$ cat config.mk
export PLATFORM = sky130hd
export DESIGN_NAME = prpe_gmul
export DESIGN_NICKNAME = d
export VERILOG_FILES = /design/src/prpe_gmul.sv
export SDC_FILE = /design/constraint.sdc
export NUM_CORES = 1
export LEC_CHECK = 0
export ABC_AREA = 1
export BUFFER_PORTS_ARGS = -buffer_cell sky130_fd_sc_hd__buf_2
export CAP_MARGIN = 10
export CORE_MARGIN = 1.5
export CORE_UTILIZATION = 35
export CTS_CLUSTER_SIZE = 40
export DETAILED_ROUTE_END_ITERATION = 7
export PLACE_DENSITY_LB_ADDON = 0.25
export SKIP_LAST_GASP = 1
export SYNTH_ARGS = -nofsm -noshare
export SYNTH_HDL_FRONTEND = slang
export SYNTH_SLANG_ARGS = --single-unit
$ cat constraint.sdc
create_clock -name clk -period 11.4 [get_ports clk]
set_input_delay 0.57 -clock clk [delete_from_list [all_inputs] [get_ports clk]]
set_output_delay 0.57 -clock clk [all_outputs]
set_load 0.01 [all_outputs]
$ cat src/prpe_gmul.sv
// Gain multiply: signed Q16.16 times unsigned Q0.16, floor rounding,
// registered result in the cycle after the operands.
module prpe_gmul (
    input  logic               clk,
    input  logic signed [31:0] a,
    input  logic        [15:0] g,
    output logic signed [31:0] res
);

    logic signed [48:0] prod;
    logic signed [31:0] res_reg;

    // |a*g| < 2^47, so the shifted product always fits 32 bits
    assign prod = a * $signed({1'b0, g});

    always_ff @(posedge clk)
    begin
        res_reg <= prod[47:16];
    end

    assign res = res_reg;

endmodule

==> impl_metrics.toml <==
[critical_path]
crit_type = "in -> reg"
start_kind = "input pin"
slowest_delay_ps = 710
cp-end-kind = "flop"
required_ps = 11590
cpMaxStageDelayCell = "buf_2"
worstPathMaxFanout = 32
path_cells = "buf_2 -> nand2_1 -> fa_1 -> inv_1 -> fa_1 -> inv_1 -> fa_1 -> inv_1 -> fa_1 -> fa_1 -> inv_1 -> fa_1 -> inv_1 -> ha_1 -> a21oi_1 -> o21ai_0 -> a21oi_1 -> nand2_1 -> a21oi_1 -> xnor2_1"
cp.arrival_ps = 6570
crit_top_cell = "fa_1"

[floorplanning]
core_region_area_sq_um = 55200
ios = 81
die_x_microns = 240
dieArea_sq_um = 57500
start_util = 0.355
rows = 86
die_h_microns = 240

[clock_network]
post_cts_buffers = 0
cts_tree = "done"
clkSlewWorstSetupHoldPaths_ps = 60
cts_buffer_depth = 2
numCtsBuffers = 5
cts_max_level = 2
clock-sinks = 32
cts_hold_buf = 0
cts_resized = 0
root_buffer = "clkbuf_16"

[routing]
avgViaCountPerCell = 4.60
wl_mm = 54.5
ant_nets = 0
drt-wirelength-per-cell_microns = 16.4
dr.pass1.iters = 7
drtIter0Drc = 773
vias = 15318
drc_errors = 0

[timing]
setup_tns_ps = 0
period_share = 0.560
setup_viol = 0
tightestPinTransition_ps = 952
final.min_clock_period_ps = 6380
rsz0062_at_grt = "no"
holdWs_ps = 1270
finalHoldViolations = 0
fmax_ghz = 0.157
drv_slew = 0
max-slew-margin-rel = 0.365

[flow_run]
cap_viol_max_count = 0

[finish]
final_cell_count_no_fill = 3327
area_growth_pct = 5.64
drive_above_1_share = 0.0489
largest_reg_flops = 32
layout.nets = 3221
diodes = 0

[placed_design]
place.gp.congestion = 0.882
port_buffers = 80
dp_cells = 3319
place.detailed.hpwl_mm = 46.0

[synthesis]
synth_area_per_cell_sq_um = 7.54
synth_nets = 3242
ys_ff_latch = 32
syn-cell-area_sq_um = 19600
ys.flop_type = "dfxtp_1"
yosysUniqueCellTypes = 31
ys_seq_area_frac = 0.0327
syn_inst = 2599
synth_edf_count = 0
yosys_warnings = 0
ys_async_sr_fraction = 0

[global_route]
grt.overflow.total = 0
first_global_vias = 17454
grt_pass1_wl_mm = 91.1
antenna_found_initial = 0
grt_start_max_net_pins = 33
grt_usage = 0.204

[worst_hold_path]
hold_path.class = "reg -> out"

[outcome]
status = "complete, no violations"
## cells in the mapped netlist, drive strengths merged, types with 4 or more instances
library cell | instances | area (sq um)
a21boi | 4 | 33.8
xnor2 | 10 | 87.6
dfxtp | 32 | 641
nor3 | 5 | 30.0
a21o | 4 | 30.0
nand2 | 724 | 2730
a21oi | 58 | 290
nand3 | 42 | 210
o21ai | 26 | 134
inv | 852 | 3200
clkbuf | 110 | 413
fa | 482 | 9650
o21bai | 15 | 120
nand4 | 14 | 87.6
ha | 112 | 1400
nor2 | 86 | 368
xor2 | 14 | 123
## placed cells by master, fill, tap and decap left out, types with 4 or more instances in the layout
cell       instances
a21oi_1           58
dfxtp_1           32
xor2_1            14
nor2_1            74
xnor2_1           10
clkbuf_16          5
buf_2             80
ha_1             112
nand4_1           14
o21bai_1          13
nand2_2            5
o21ai_0           21
nand2_1          719
fa_1             482
inv_1            838
o21ai_1            4
a21o_1             4
nor2_2             9
inv_2             14
nor3_1             4
nand3_1           42
## per-layer routing
| layer | global-route usage | up-vias | routed length [microns] |
|---|---|---|---|
| li1 | - | 7120 | - |
| met1 | 0.252 | 7747 | 22900 |
| met2 | 0.379 | 366 | 28100 |
| met3 | 0.0145 | 85 | 1940 |
| met4 | 0.0566 | 0 | 1620 |
| met5 | 0 | - | 0 |
## cell families (layout without fill, tap and decap cells)
kind of cell    after synthesis  count (layout)  share of synthesized area
fa+ha+maj                   594             594                      0.564
flops                        32              32                     0.0327
compound gates              110             110                     0.0322
xor+xnor                     24              24                     0.0107
buf+inv                     962             942                      0.184
simple gates                877             877                      0.177
## worst paths after layout
path | startpoint | endpoint | slack [ps] | cells after the start
max | g[9] | res[6] | 5020 | 20
min | res[16] | res[16] | 1270 | 1
## worst max-delay path: cells and delay by family
family	cells	cell delay (ps)
xor+xnor	1	210
fa+ha+maj	7	3430
compound gates	4	1020
buf+inv	6	970
simple gates	2	330
## layout make-up
type / instances / area, sq um
Clock inverter: 3 / 42.5
Inverter: 852 / 3200
Sequential cell: 32 / 641
Multi-Input combinational cell: 1605 / 15400
Clock buffer: 5 / 125
Tap cell: 748 / 936
Timing Repair Buffer: 82 / 415
Fill cell: 5900 / 34500
## per-stage QoR
stage                     worst slack (ps)   util  area (sq um)
after floorplan                       5420      -         19600
final                                 5020  0.375         20700
after CTS                             5080  0.375         20700
after global placement                4850  0.372         20500
after detailed placement              4760  0.372         20500
after global routing                  4590  0.375         20700
Power is left out: the tool's default activity adds up to more than one toggle a clock period on the data nets, which glitch-free logic cannot reach.
